**src/rtl/core/rbg_ram.sv**
```systemverilog
// Generic single-clock RAM: one write port, one read port, registered read.
// No dependencies; used for the pick list and the degree counts.
module rbg_ram #(
  parameter int WIDTH = 8,
  parameter int DEPTH = 256
) (
  input  logic                     clk,
  input  logic                     we,
  input  logic [$clog2(DEPTH)-1:0] waddr,
  input  logic [WIDTH-1:0]         wdata,
  input  logic [$clog2(DEPTH)-1:0] raddr,
  output logic [WIDTH-1:0]         rdata
);

  logic [WIDTH-1:0] mem [DEPTH];

  // Write, and read the old contents
  always_ff @(posedge clk) begin
    if (we) begin
      mem[waddr] <= wdata;
    end
    rdata <= mem[raddr];
  end

endmodule

```
**config.mk**
```make
export PLATFORM = sky130hd
export DESIGN_NAME = rbg_ram
export DESIGN_NICKNAME = d
export VERILOG_FILES = /design/src/rtl/core/rbg_ram.sv
export SDC_FILE = /design/constraint.sdc
export NUM_CORES = 2
export LEC_CHECK = 0
export ABC_AREA = 0
export BUFFER_PORTS_ARGS = -buffer_cell sky130_fd_sc_hd__buf_2
export CAP_MARGIN = 0
export CORE_MARGIN = 8
export CORE_UTILIZATION = 45
export CTS_CLUSTER_DIAMETER = 100
export CTS_CLUSTER_SIZE = 8
export DETAILED_ROUTE_END_ITERATION = 10
export SYNTH_ARGS = -nofsm -noshare
export SYNTH_HDL_FRONTEND = slang
export SYNTH_SLANG_ARGS = --single-unit
```
**constraint.sdc**
```tcl
create_clock -name clk -period 8 [get_ports clk]
set_clock_uncertainty 0.2 [all_clocks]
set_input_delay 2.4 -clock clk [delete_from_list [all_inputs] [get_ports clk]]
set_output_delay 2.4 -clock clk [all_outputs]
set_load 0.03 [all_outputs]
```
==> out/qor.csv <==
metric,value,unit
Mapped Cells,3733,
GRT Max-Usage Layer,met2,
slew margin rel.,23.79,%
"slowest stage cell, crit path",nor3_1,
largest family of logic cells by synthesized area,multiplexers,
CP dominant cell by count,buf_12,
FP Rows,154,
initial cell density of the core,45.22,%
Core Box Area,0.1759,mm²
Netlist cell types,55,
antenna violations before repair,13,
buffer count from post-CTS setup fixing,0,
vias in the first global route,39280,
drt initial violations,4162,
gr ovfl total,0,
worst hold slack,846.6,ps
Post-CTS Resized,0,
post-cts hold buffer count,0,
TritonCTS clock tree,done,
Post-synth ARST share,0,%
post-synthesis mux area share,14.62,%
Post-Syn Area,0.07956,mm²
Leak,27.91,nW
remaining antenna violation count,0,
most common flop cell mapped by yosys,edfxtp_1,
r2r startpoint,mem[211][5],
"Cell Chain, Critical Path","buf_8, buf_12, buf_12, buf_4, mux4_2, a221oi_1, o32ai_1, nor3_1, nor4_1",
routed len/inst,31.45,µm
CP Launch Type,input port,
Slew Limit Fails,0,
PortBufs,33,
Die Height,436.5,µm
Total Routing Usage GR,20.54,%
YS warnings,0,
Via Count,38790,
pre-CTS setup slack,1359,ps
Die Width,436.5,µm
pwr/cell area,266.4,mW/mm²
Root Buffer,clkbuf_16,
CTS Buffer Depth,4,
met1 Use GR,28.99,%
"Net count, final",3966,
via/cell ratio,6.130,
met3 usage,3.918,%
Area Growth Syn to Fin,13.57,%
Synth Area in Compound Gates,3.419,%
highest clock rate,173.4,MHz
Worst Hold Class,register to register,
CP Capture Type,register,
Final Hold Vio Count,0,
# clock sinks,2056,
"Worst Setup Slack, final",2233,ps
first-pass GRT wire length,286.9,mm
Worst-Margin Slew,1142,ps
syn_nets,3759,
critical path type,input port to register,
Yosys reg bits,2056,
num ports,34,
area share of xor/xnor cells in the synthesized design,0,%
max incr delay on CP,890,ps
drt drc,0,
setup_tns,0,ps
Tcrit/Tclk final,72.09,%
Routed WL,199.0,mm
Synth Area in Adders,0,%
unrepaired setup endpoints after global routing,false,
R2R cell count,6,
area share of the largest cell type after synthesis,77.30,%
Critical Path Fanout Max,55,
Crit path required time,8530,ps
outcome,"complete, no violations",
fin crit period,5767,ps
largest net degree at the start of global routing,193,
Max-cap violations,0,
register area share after synthesis,77.50,%
Hold Path Stages,5,
gpl congestion,0.8249,
most common library cells after synthesis,"edfxtp_1 (2,048), mux4_2 (454), nor2_1 (282)",
met2 Usage GRT,32.85,%
number of CTS-inserted buffers,306,
Worst VDD drop,194.2,µV
final HPWL from detailed placement,117.1,mm
# fillers,13670,
CP arrival,6290,ps
hold_sp,mem[22][2],
syn_area_per_cell,21.31,µm²
RR Endpoint,rdata[5],
clock-pin slew on the worst setup and hold paths,50,ps
Post-synth EDFFs,2048,
die footprint,0.1905,mm²
Worst Hold End,rdata[2],
CTS HTree Levels,5,
Pre-antenna DRT Iters,6,
ranking of synthesized cells by area,"edfxtp_1 (77%), mux4_2 (13%), mux2i_1 (1.7%), nor2_1 (1.3%), a22oi_1 (1.3%)",
clk_lat worst skew,900,ps
R2R Setup Slk,4730,ps
fraction of layout cells with a size suffix above 1,23.45,%
Synth area leader,edfxtp_1,
Synth Area in Simple Gates,2.628,%
endpoints failing setup,0,
most frequent cell after synthesis,edfxtp_1,
==> layer usage <==
metal,wire (µm),vias to the layer above
met5,0,-
met1,82260,20750
met4,5247,0
li1,-,16030
met3,14900,350
met2,96640,1660
==> logic make-up after synthesis <==
family / Yosys count
flops: 2056
mux: 591
simple gates: 466
compound gates: 385
buf+inv: 235
==> final cells by class <==
type	count	area, µm²	share of cell area, %
Sequential cell	2056	61660	68.24
Clock buffer	339	7909	8.753
Timing Repair Buffer	132	1224	1.354
Antenna cell	10	25.02	0.02770
Inverter	2	7.507	0.008309
Tap cell	2340	2928	3.240
Clock inverter	7	68.82	0.07616
Multi-Input combinational cell	1442	16530	18.30
==> cell usage in the layout, fill, tap and decap left out, types with 3 or more instances in the layout <==
cell	count
nor2b_1	28
o211ai_1	10
o22a_1	5
a22oi_1	133
o21ai_0	10
o221ai_1	46
a221oi_1	13
a22o_1	8
mux2i_1	134
a21oi_1	96
dfxtp_1	8
buf_12	17
nor4_2	5
nor2_1	279
edfxtp_1	2048
a211oi_1	16
buf_8	10
nor2_4	3
o32ai_1	4
nand2b_1	8
nor2b_4	3
nand4_1	10
clkbuf_16	312
and2_1	6
buf_2	22
inv_6	6
nor4_1	22
nand2_1	33
nor3_1	22
or2_2	4
nand3_1	28
diode_2	10
nand3_2	6
o22ai_1	28
mux4_2	454
buf_4	83
clkbuf_1	27
==> power by group <==
| group | internal [W] | leakage (nW) | switching [W] |
|---|---|---|---|
| Sequential | 0.0119 | 18.5 | 0.0000224 |
| Combinational | 0.000357 | 5.52 | 0.000713 |
| Clock | 0.00684 | 3.91 | 0.00423 |
| Total | 0.0191 | 27.9 | 0.00496 |
==> worst max path at each step <==
| stage | start | endpoint | slack [ps] | depth (start not counted) |
|---|---|---|---|---|
| 2_1_floorplan | raddr[0] | rdata[2] | 3460 | 9 |
| 3_3_place_gp | raddr[0] | rdata[5] | 1340 | 9 |
| 3_5_place_dp | raddr[0] | rdata[5] | 1360 | 9 |
| 4_1_cts | raddr[0] | rdata[5] | 2320 | 9 |
| 5_1_grt | raddr[0] | rdata[5] | 2230 | 9 |
| 6_report | raddr[0] | rdata[5] | 2230 | 9 |
==> per-stage QoR <==
step / total power (W) / utilization (%) / instance area, µm² / cells
final: 0.02407 / 51.36 / 90350 / 6328
after global routing: 0.02470 / 51.35 / 90340 / 6321
after CTS: 0.02425 / 51.35 / 90330 / 6318
after detailed placement: 0.01321 / 46.81 / 82350 / 5972
after global placement: 0.01320 / 46.80 / 82330 / 5970
after floorplan: 0.01270 / - / 79560 / 3733
==> flip-flops by register name, indices dropped and copies added, names as in the netlist <==
| signal | count |
|---|---|
| mem | 2048 |
| rdata | 8 |
==> worst max-delay path: cells and delay by family <==
family / cells / cell delay, ps
buf+inv: 4 / 1370
simple gates: 2 / 1030
compound gates: 2 / 850
mux: 1 / 520
Note: power is estimated with default switching activity, not from simulation.
